--- config.mk ---
export PLATFORM = sky130hd
export DESIGN_NAME = packed_record_stream_decoder_unit
export DESIGN_NICKNAME = d
export VERILOG_FILES = /design/src/rtl/core/prsd_pkg.sv /design/src/rtl/core/packed_record_stream_decoder_unit.sv /design/src/rtl/core/prsd_decode.sv
export SDC_FILE = /design/constraint.sdc
export NUM_CORES = 1
export LEC_CHECK = 0
export BUFFER_PORTS_ARGS = -buffer_cell sky130_fd_sc_hd__buf_4
export CORE_MARGIN = 5
export CORE_UTILIZATION = 40
export CTS_CLUSTER_DIAMETER = 30
export CTS_CLUSTER_SIZE = 20
export DETAILED_ROUTE_END_ITERATION = 8
export PLACE_DENSITY = 0.63
export SKIP_CTS_REPAIR_TIMING = 1
export SYNTH_ARGS = -nofsm -noshare
export SYNTH_HDL_FRONTEND = slang
export SYNTH_HIERARCHICAL = 1
export SYNTH_SLANG_ARGS = --single-unit
--- constraint.sdc ---
create_clock -name clk -period 4.3 [get_ports clk]
set_input_delay 0.86 -clock clk [delete_from_list [all_inputs] [get_ports clk]]
set_output_delay 0.86 -clock clk [all_outputs]
set_load 0.005 [all_outputs]
--- src/rtl/core/prsd_pkg.sv ---
// Shared types and codes for the packed record stream decoder.
package prsd_pkg;

  typedef enum logic [1:0] {
    PH_COUNT  = 2'd0,
    PH_HEADER = 2'd1,
    PH_STRING = 2'd2,
    PH_INT    = 2'd3
  } phase_t;

  typedef enum logic [1:0] {
    FT_STRING   = 2'd0,
    FT_SIGNED   = 2'd1,
    FT_UNSIGNED = 2'd2
  } ftype_t;

  typedef enum logic [2:0] {
    KIND_COUNT = 3'd0,
    KIND_CHAR  = 3'd1,
    KIND_EMPTY = 3'd2,
    KIND_SINT  = 3'd3,
    KIND_UINT  = 3'd4
  } kind_t;

  localparam logic [7:0] LAST_FIELD_BIT = 8'h80;
  localparam logic [7:0] STRING_BIT     = 8'h40;
  localparam logic [7:0] STR_LEN_MASK   = 8'h3F;
  localparam logic [7:0] SIGNED_BIT     = 8'h20;
  localparam logic [7:0] INT_LEN_MASK   = 8'h1F;

  typedef struct packed {
    phase_t      phase;
    logic [7:0]  records_left;
    logic [5:0]  bytes_left;
    logic [4:0]  total_bytes;
    ftype_t      ftype;
    logic        final_field;
    logic [31:0] acc;
  } dec_state_t;

  typedef struct packed {
    kind_t       kind;
    logic [31:0] value;
    logic        field_done;
    logic        record_done;
    logic        stream_done;
  } dec_result_t;

endpackage

--- src/rtl/core/packed_record_stream_decoder_unit.sv ---
// Top level of the packed record stream decoder: state registers and result register.
// The block decodes a record stream one byte per request and accepts a byte in every
// cycle while the result register is empty or being drained; a result appears in the
// cycle after the byte that causes it. The first byte of a stream is the record count,
// then each field has a header byte followed by its string or big-endian integer bytes.
// Every string byte, every count byte, every finished integer and every zero-length field
// gives one result; other integer bytes and non-empty headers give none. The single result
// register sets the rate: while it holds a result that is stalled, no byte is taken.
module packed_record_stream_decoder_unit (
  input  logic        clk,
  input  logic        rst_n,
  input  logic        in_valid,
  output logic        in_stall,
  input  logic [7:0]  in_stream_byte,
  output logic        out_valid,
  input  logic        out_stall,
  output logic [2:0]  out_item_kind,
  output logic [31:0] out_item_value,
  output logic        out_field_done,
  output logic        out_record_done,
  output logic        out_stream_done
);
  import prsd_pkg::*;

  dec_state_t  state_r;
  dec_state_t  state_nxt;
  dec_result_t res_nxt;
  dec_result_t res_r;
  logic        res_vld_nxt;
  logic        out_valid_r;
  logic        in_acc;
  logic        out_acc;

  assign in_stall = out_valid_r && out_stall;
  assign in_acc   = in_valid && !in_stall;
  assign out_acc  = out_valid_r && !out_stall;

  prsd_decode u_decode (
    .state_i     (state_r),
    .byte_i      (in_stream_byte),
    .state_o     (state_nxt),
    .res_valid_o (res_vld_nxt),
    .res_o       (res_nxt)
  );

  always_ff @(posedge clk) begin
    if (!rst_n) begin
      state_r.phase        <= PH_COUNT;
      state_r.records_left <= '0;
      state_r.bytes_left   <= '0;
      state_r.total_bytes  <= '0;
      state_r.ftype        <= FT_STRING;
      state_r.final_field  <= 1'b0;
      state_r.acc          <= '0;
      out_valid_r          <= 1'b0;
    end else begin
      if (in_acc) begin
        state_r <= state_nxt;
      end
      if (in_acc) begin
        out_valid_r <= res_vld_nxt;
      end else if (out_acc) begin
        out_valid_r <= 1'b0;
      end
    end
  end

  always_ff @(posedge clk) begin
    if (in_acc && res_vld_nxt) begin
      res_r <= res_nxt;
    end
  end

  assign out_valid       = out_valid_r;
  assign out_item_kind   = res_r.kind;
  assign out_item_value  = res_r.value;
  assign out_field_done  = res_r.field_done;
  assign out_record_done = res_r.record_done;
  assign out_stream_done = res_r.stream_done;

  // After reset the decoder waits for a count byte with nothing to deliver.
  a_reset_state: assert property (@(posedge clk)
    !rst_n |=> (state_r.phase == PH_COUNT) && !out_valid_r)
    else $error("decoder not idle after reset");

  a_record_needs_field: assert property (@(posedge clk) disable iff (!rst_n)
    out_valid_r && res_r.record_done |-> res_r.field_done)
    else $error("record completed without a field");

  a_stream_end: assert property (@(posedge clk) disable iff (!rst_n)
    out_valid_r && res_r.stream_done |->
      res_r.record_done || (res_r.kind == KIND_COUNT && res_r.value == 32'd0))
    else $error("stream end flagged without a closing record or zero count");

  a_stream_end_phase: assert property (@(posedge clk) disable iff (!rst_n)
    in_acc && res_vld_nxt && res_nxt.stream_done |=> state_r.phase == PH_COUNT)
    else $error("stream ended but next byte not taken as a count");

  a_count_no_field: assert property (@(posedge clk) disable iff (!rst_n)
    out_valid_r && res_r.kind == KIND_COUNT |-> !res_r.field_done)
    else $error("count result marked as field end");

endmodule

--- src/rtl/core/prsd_decode.sv ---
// Combinational next-state and result logic for one stream byte.
module prsd_decode (
  input  prsd_pkg::dec_state_t  state_i,
  input  logic [7:0]            byte_i,
  output prsd_pkg::dec_state_t  state_o,
  output logic                  res_valid_o,
  output prsd_pkg::dec_result_t res_o
);
  import prsd_pkg::*;

  always_comb begin
    logic [5:0]  bl;
    logic [31:0] acc_n;
    logic [7:0]  rl;
    logic        fin;

    state_o     = state_i;
    res_valid_o = 1'b0;
    res_o       = '0;
    fin         = 1'b0;
    bl          = state_i.bytes_left - 6'd1;
    acc_n       = {state_i.acc[23:0], byte_i};
    rl          = state_i.records_left - 8'd1;

    case (state_i.phase)
      PH_COUNT: begin
        state_o.records_left = byte_i;
        state_o.phase        = (byte_i != 8'd0) ? PH_HEADER : PH_COUNT;
        res_valid_o          = 1'b1;
        res_o.kind           = KIND_COUNT;
        res_o.value          = {24'd0, byte_i};
        res_o.stream_done    = (byte_i == 8'd0);
      end
      PH_HEADER: begin
        state_o.final_field = |(byte_i & LAST_FIELD_BIT);
        if (|(byte_i & STRING_BIT)) begin
          state_o.ftype = FT_STRING;
          if ((byte_i & STR_LEN_MASK) == 8'd0) begin
            fin        = 1'b1;
            res_o.kind = KIND_EMPTY;
          end else begin
            state_o.bytes_left = byte_i[5:0];
            state_o.phase      = PH_STRING;
          end
        end else begin
          state_o.ftype       = (|(byte_i & SIGNED_BIT)) ? FT_SIGNED : FT_UNSIGNED;
          state_o.total_bytes = byte_i[4:0];
          state_o.acc         = '0;
          if ((byte_i & INT_LEN_MASK) == 8'd0) begin
            fin        = 1'b1;
            res_o.kind = (|(byte_i & SIGNED_BIT)) ? KIND_SINT : KIND_UINT;
          end else begin
            state_o.bytes_left = {1'b0, byte_i[4:0]};
            state_o.phase      = PH_INT;
          end
        end
      end
      PH_STRING: begin
        state_o.bytes_left = bl;
        res_o.kind         = KIND_CHAR;
        res_o.value        = {24'd0, byte_i};
        if (bl == 6'd0) begin
          fin = 1'b1;
        end else begin
          res_valid_o = 1'b1;
        end
      end
      PH_INT: begin
        state_o.acc        = acc_n;
        state_o.bytes_left = bl;
        if (bl == 6'd0) begin
          fin         = 1'b1;
          res_o.value = acc_n;
          if (state_i.ftype == FT_SIGNED) begin
            res_o.kind = KIND_SINT;
            // Short signed values are widened only when their top bit is set.
            case (state_i.total_bytes)
              5'd1:    if (acc_n[7])  res_o.value[31:8]  = '1;
              5'd2:    if (acc_n[15]) res_o.value[31:16] = '1;
              5'd3:    if (acc_n[23]) res_o.value[31:24] = '1;
              default: ;
            endcase
          end else begin
            res_o.kind = KIND_UINT;
          end
        end
      end
      default: ;
    endcase

    // A completed field closes the record when its header marked it last, and the stream when that was the last record.
    if (fin) begin
      res_valid_o      = 1'b1;
      res_o.field_done = 1'b1;
      if (state_o.final_field) begin
        res_o.record_done    = 1'b1;
        state_o.records_left = rl;
        if (rl == 8'd0) begin
          res_o.stream_done = 1'b1;
          state_o.phase     = PH_COUNT;
        end else begin
          state_o.phase = PH_HEADER;
        end
      end else begin
        state_o.phase = PH_HEADER;
      end
    end
  end

endmodule
After elaboration in Yosys (flattened, before gate mapping). Cells that the tools add are included. W data, S select, Z words.

Output and inout port bits: 40. Word-level logic and storage cells: 100. Bits in registers: 87. Input bits: 12.

Add/sub/neg operators: 2. Bitwise operators: 1. Muxes and demuxes: 48. Reductions and logical operators: 24. Eq/ne operators: 12.

Operator list (count): $mux W24 (3); $pmux W32 S2 (1); $pmux W24 S2 (1); $mux W35 (1); $logic_not A8 Y1 (4); $mux W8 (4); $pmux W8 S3 (1); $mux W6 (3); $mux W16 (1); $pmux W8 S2 (1); $mux W3 (5); $mux W1 (14); $mux W2 (7); $pmux W3 S4 (1); $pmux W6 S2 (1); $eq A5 B2 Y1 const B (2); $mux W10 (1); $ne A4 B4 Y1 const B (2); $reduce_and A4 Y1 (2); $reduce_bool A8 Y1 (1); $sub A8 B1 Y8 const B (1); $logic_not A6 Y1 (1); $ne A3 B3 Y1 const B (2); $reduce_and A3 Y1 (2); other kinds (15) (25).

Logic depth before layout (Yosys ltp). Gate-level depths: netlist of run 1.

Word-level depth: 6. Depth in mapped cells: 10. Depth with buffers taken out: 10.

Modules after synthesis. The synthesis of run 1 kept the hierarchy.

By module, submodules not included: packed_record_stream_decoder_unit (times used 1, cells an instance 288, seq. area each 2282.2 um^2, area an instance 3460.8 um^2); prsd_decode (times used 1, cells an instance 244, seq. area each 0.0 um^2, area an instance 1498.9 um^2).

Worst setup path after synthesis of run 1. Ideal clock, no wire load.

Kind: input to register. Start point: input port in_stream_byte[4]. End point: register res_r (netlist bit out_field_done) (enable). Path slack: 0.699 ns. Stages on the path: 5. Data required time: 3.867 ns. Buffers on the path: 0. Data arrival time: 3.168 ns. Library setup time: 0.433 ns. Path through: nor4_2 -> nand4_1 -> nand3_1 -> nand2_1 -> nor2_1.

Longest elaborated chain between the ends: 6. Elaborated cells on any way between the ends: 8. Classes of those cells: 5 x mux; 3 x reduce/logical.

RTL lines: start: declaration (line packed_record_stream_decoder_unit.sv:14) `input logic [7:0] in_stream_byte,`; $logic_not A8 Y1, on equally long branches (line prsd_decode.sv:49, prsd_decode.sv:38); $mux W1, on equally long branches (line prsd_decode.sv:49, prsd_decode.sv:38); $mux W1 (*) (line prsd_decode.sv:36) `if (|(byte_i & STRING_BIT)) begin`; $pmux W1 S2 (*) (line prsd_decode.sv:25) `case (state_i.phase)`; $mux W1 (*) (line prsd_decode.sv:92) `if (fin) begin`; named net res_vld_nxt (line packed_record_stream_decoder_unit.sv:29) `logic res_vld_nxt;`; $logic_and A1 B1 Y1 (*) (line packed_record_stream_decoder_unit.sv:69) `if (in_acc && res_vld_nxt) begin`; end signal: assignment (line packed_record_stream_decoder_unit.sv:70) `res_r <= res_nxt;`; end: declaration (line packed_record_stream_decoder_unit.sv:28) `dec_result_t res_r;`.

Mark *: on every way through the listed nets, which the timed path passes. The rest lies on a longest branch. A chain may end at the register's enable or synchronous reset.

Worst setup path in the final report of run 1.
Start point: register state_r[55] (netlist name). End point: register res_r (netlist bit out_item_value[30]) (enable).

Longest elaborated chain between the ends: 5. Elaborated cells on any way between the ends: 9. Classes of those cells: 3 x eq/ne; 3 x mux; 3 x reduce/logical.

RTL lines: start: declaration (line packed_record_stream_decoder_unit.sv:25) `dec_state_t state_r;`; start signal: assignment (line packed_record_stream_decoder_unit.sv:58) `state_r <= state_nxt;`; $eq A2 B2 Y1 (line prsd_decode.sv:25); $reduce_or A2 Y1 (no source line); $pmux W1 S2 (line prsd_decode.sv:25); $mux W1 (*) (line prsd_decode.sv:92); named net res_vld_nxt (line packed_record_stream_decoder_unit.sv:29); $logic_and A1 B1 Y1 (*) (line packed_record_stream_decoder_unit.sv:69).

Marked as above.

==> results of run 1 <==
-- critical path, cell delays in order, from the launching register on --
cell and delay, ns:
dfxtp_1 0.74, nor4bb_1 0.40, nand4_1 0.33, nand3_1 0.20, nand2_1 0.12, nor2_4 0.40
buf_4 0.39
-- per-layer routing --
metal | GRT usage | part of all wire
met1 | 0.247 | 0.47
met3 | 0.0288 | 0.060
met5 | 0 | 0
met4 | 0.0688 | 0.019
met2 | 0.247 | 0.45
-- state kept, by name (all words and copies together), names as in the netlist --
register	count
out_valid	1
out_record_done	1
out_item_kind	3
out_field_done	1
out_item_value	32
state_r	48
out_stream_done	1
-- power breakdown --
| group | total [mW] | switching (mW) | internal [mW] |
|---|---|---|---|
| Clock | 0.779 | 0.368 | 0.412 |
| Sequential | 0.958 | 0.0432 | 0.915 |
| Combinational | 0.311 | 0.172 | 0.139 |
| Total | 2.05 | 0.583 | 1.47 |
-- cell type report --
cell class	instances	area share
Clock buffer	9	0.0429
Clock inverter	7	0.0143
Inverter	10	0.00715
Multi-Input combinational cell	360	0.422
Sequential cell	87	0.404
Tap cell	143	0.0341
Timing Repair Buffer	53	0.0758
-- placed cells by master, fill, tap and decap left out, types with 2 or more instances in the layout --
cell       count
and2_1         8
a221o_1        4
a21oi_1       10
a22oi_1        2
nand2_1      116
nand3b_1       2
nor4_1         2
a21boi_0       2
nor3_1         3
nand3_1        5
nand2b_1       4
o31ai_1        3
edfxtp_1      38
mux2i_1       55
o21ai_0       11
mux2_2         7
ha_1           4
nor3b_1        3
nand4_1        4
nor2_1        61
xnor2_1        3
or3_1          2
dfxtp_1       49
inv_8          3
inv_1          9
or4_1          2
buf_4         53
clkbuf_16      9
a22o_1        23
-- path summary, 6_finish.rpt --
check	start	slack (ns)	endpoint
worst max-delay path	state_r[55]	1.39	out_item_value[30]
worst max register to register	state_r[55]	1.39	out_item_value[30]
worst min register to register	state_r[32]	0.47	state_r[32]
worst min-delay path	state_r[32]	0.47	state_r[32]
==> reports/metrics.csv, run 1 <==
stage,metric,value,unit
timing,finalCritPeriodShare,0.678,
worst_setup_path,cp_data_required_time,4.33,ns
finish,post-route-cell-area,5250,µm²
cts,clk_path_buf_depth,2,
logic_synthesis,synth_area_per_cell,9.33,µm²
finish,drive_above_1_share,0.165,
cts,path_clk_slew,0.07,ns
placed_design,dpl_worst_slack,1.26,ns
placed_design,io_buffers,51,
cts,htree_num_levels,3,
global_routing,grt_pass1_wl,17900,µm
die,io_pins,52,
global_routing,grt_pass1_vias,3401,
finish,fill_cells,1104,
routing,initialDrtViolationCount,243,
timing,setup_viol,0,
cts,clock_sink_count,87,
power_and_ir_drop,power_leakage,2.01,nW
worst_setup_path,r2r_cells,6,
routing,viasPerCell,5.31,
die,die_h,117,µm
placed_design,dp.cells,653,
timing,timing.hold.ws,0.469,ns
worst_hold_path,hold_path.class,flop to flop,
finish,antenna_cells,0,
cts,cts_buffers,9,
placed_design,place.gp.congestion,0.878,
timing,max_freq,0.343,GHz
power_and_ir_drop,finalPower,2.05,mW
die,rows,39,
global_routing,gr-total-overflow,0,
cts,insertion_delay,0.35,ns
die,die_w,117,µm
logic_synthesis,syn_nets,508,
logic_synthesis,ys_warn_count,6,
routing,wl,10800,µm
finish,post-route-util,0.464,
routing,wl_per_cell,16.1,µm
die,floorplan.initialDensity,0.405,
worst_hold_path,hold_depth,2,
placed_design,dpl_cell_area,4950,µm²
flow_run,maxCapViolCount,0,
global_routing,grt_max_degree,98,
timing,tns,0,ns
worst_setup_path,criticalPathCategory,flop to flop,
logic_synthesis,syn_area,4590,µm²
timing,finClkSkew,0.00752,ns
timing,rsz0062_at_grt,false,
routing,drc_errors,0,
worst_setup_path,cp.arrival,2.94,ns
finish,syn_to_final_growth,14.4,%
timing,maxSlewHeadroom,0.211,
power_and_ir_drop,p_per_area,390,nW/µm²
global_routing,antenna_found_initial,0,
routing,num_vias,3555,
status,status,completed,
worst_setup_path,cp_max_fo,24,
global_routing,grt_use_total,0.169,
finish,fin_nets,537,
timing,setup_ws,1.39,ns
timing,tightest_slew,1.18,ns
die,coreArea,11300,µm²
finish,finalNonFillerCells,669,
routing,dr.pass1.iters,5,
cts,cts_root_buffer,clkbuf_16,
timing,finalMaxSlewViolations,0,
worst_setup_path,cp-end-kind,flop,
placed_design,dp_hpwl,7340,µm
logic_synthesis,synthCells,492,
cts,cts_tree,done,
finish,multi_input_area,2220,µm²
timing,final_hold_viol_count,0,
worst_setup_path,cp-start-kind,flop,
power_and_ir_drop,vdd_ir_drop_max,0.000169,V
finish,seq_area,2120,µm²
die,die-area,13700,µm²
routing,antenna_left,0,
timing,period_minus_slack,2.91,ns
(Power assumes the default switching activity.)
==> run 2: changes to the inputs <==
- ABC_AREA: not set -> 1
- PLACE_DENSITY: 0.63 -> 0.65
- clock period: 4.3 -> 2.51 ns (I/O delays scaled with it)
==> reports/metrics.csv, run 2 <==
stage,metric,value,unit
status,status,completed,
finish,finalNonFillerCells,941,
timing,setup_viol,0,
power_and_ir_drop,finalPower,4.07,mW
timing,setup_ws,0.299,ns
finish,drive_above_1_share,0.161,
finish,fin_nets,780,
logic_synthesis,ys_warn_count,6,
timing,max_freq,0.452,GHz
worst_setup_path,cp_max_fo,38,
power_and_ir_drop,vdd_ir_drop_max,0.000278,V
cts,cts_tree,done,
placed_design,io_buffers,51,
global_routing,grt_max_degree,98,
routing,wl,13300,µm
worst_setup_path,crit_slowest_cell,dfxtp_1,
finish,seq_area,2130,µm²
timing,finalCritPeriodShare,0.881,
die,rows,41,
worst_setup_path,cp-start-kind,flop,
worst_setup_path,cp_slowest_stage_delay,0.46,ns
timing,tightest_slew,0.568,ns
finish,fill_cells,1310,
die,die_w,124,µm
cts,cts_buffers,9,
cts,htree_num_levels,3,
routing,wl_per_cell,14.1,µm
timing,maxSlewHeadroom,0.621,
global_routing,grt_pass1_vias,4387,
cts,cts_root_buffer,clkbuf_16,
cts,clock_sink_count,87,
routing,num_vias,4862,
placed_design,dp.cells,925,
cts,insertion_delay,0.34,ns
worst_setup_path,crit_path_cell_trace,nor2_2 > nand3_1 > nand2_1 > nand2_1 > nand3_4 > nand2_4 > inv_4 > nand2_2 > inv_2 > nor3_4 > buf_12,
global_routing,grt_use_total,0.173,
global_routing,gr-total-overflow,0,
power_and_ir_drop,p_per_area,671,nW/µm²
flow_run,maxCapViolCount,0,
logic_synthesis,synthCells,735,
routing,initialDrtViolationCount,474,
timing,period_minus_slack,2.21,ns
timing,finalMaxSlewViolations,0,
worst_setup_path,critPathBufInv,3,
routing,viasPerCell,5.17,
logic_synthesis,syn_area,5220,µm²
die,floorplan.initialDensity,0.410,
die,coreArea,12700,µm²
routing,dr.pass1.iters,5,
worst_setup_path,critical_path.top_delay_family,simple AND/OR/NAND/NOR gates,
cts,clk_path_buf_depth,2,
die,die-area,15400,µm²
worst_setup_path,cpMostUsedCell,nand2_1,
finish,final_common_cell,nand2_1,
finish,antenna_cells,0,
finish,syn_to_final_growth,16.4,%
finish,regMostFlops,state_r,
placed_design,place.gp.congestion,0.865,
worst_hold_path,hold_path.class,flop to flop,
timing,tns,0,ns
global_routing,antenna_found_initial,0,
routing,drc_errors,0,
power_and_ir_drop,power_leakage,2.65,nW
cts,path_clk_slew,0.06,ns
finish,largest_register_ffs,48,
finish,mostFrequentLayoutCells,"nand2_1 (149), inv_1 (108), a21oi_1 (79)",
finish,post-route-util,0.477,
timing,rsz0062_at_grt,false,
timing,finClkSkew,0.00870,ns
logic_synthesis,syn_nets,751,
timing,final_hold_viol_count,0,
placed_design,dpl_worst_slack,0.158,ns
worst_setup_path,criticalPathCategory,flop to flop,
routing,antenna_left,0,
finish,multi_input_area,2420,µm²
die,io_pins,52,
worst_setup_path,cp_data_required_time,2.54,ns
die,die_h,124,µm
placed_design,dp_hpwl,9070,µm
worst_setup_path,cp.arrival,2.24,ns
logic_synthesis,synth_area_per_cell,7.10,µm²
global_routing,grt_pass1_wl,22100,µm
worst_setup_path,cp-end-kind,flop,
## run 2: where the power goes
| group | internal [mW] | switching (mW) |
|---|---|---|
| clock network | 0.976 | 0.566 |
| logic | 0.320 | 0.547 |
| registers | 1.59 | 0.0706 |
## run 2: cell type report
cell class | instances | area share
inverter | 117 | 0.0738
sequential | 87 | 0.350
clock buffer | 9 | 0.0371
multi-input combinational | 485 | 0.398
tap | 172 | 0.0354
clock inverter | 7 | 0.0198
timing repair buffer | 64 | 0.0853
## run 2: layer usage
metal / track usage / vias to the layer above / wire, µm
li1: - / 2470 / -
met1: 0.237 / 2216 / 6160
met2: 0.272 / 152 / 6000
met3: 0.0322 / 24 / 828
met4: 0.0658 / 0 / 308
met5: 0 / - / 0
## run 2: worst paths after layout
path / startpoint / to / slack, ns / cells after the start
max reg2reg: state_r[42] / out_item_value[24] / 0.30 / 11
min reg2reg: state_r[32] / state_r[32] / 0.48 / 2
min: state_r[32] / state_r[32] / 0.48 / 2
max: state_r[42] / out_item_value[24] / 0.30 / 11
## run 2: worst register-to-register path: stages (launching register included)
cell and delay [ns]:
dfxtp_1 0.46, nor2_2 0.10, nand3_1 0.08, nand2_1 0.07
nand2_1 0.21, nand3_4 0.18, nand2_4 0.21, inv_4 0.08
nand2_2 0.06, inv_2 0.04, nor3_4 0.15, buf_12 0.25
## run 2: stage by stage
stage,cell area [µm²],hold slack (ns)
global placement,5730,0.461
detailed placement,5730,0.466
CTS,6070,0.479
finish,6070,0.478
global route,6070,0.511
floorplan,5300,0.444
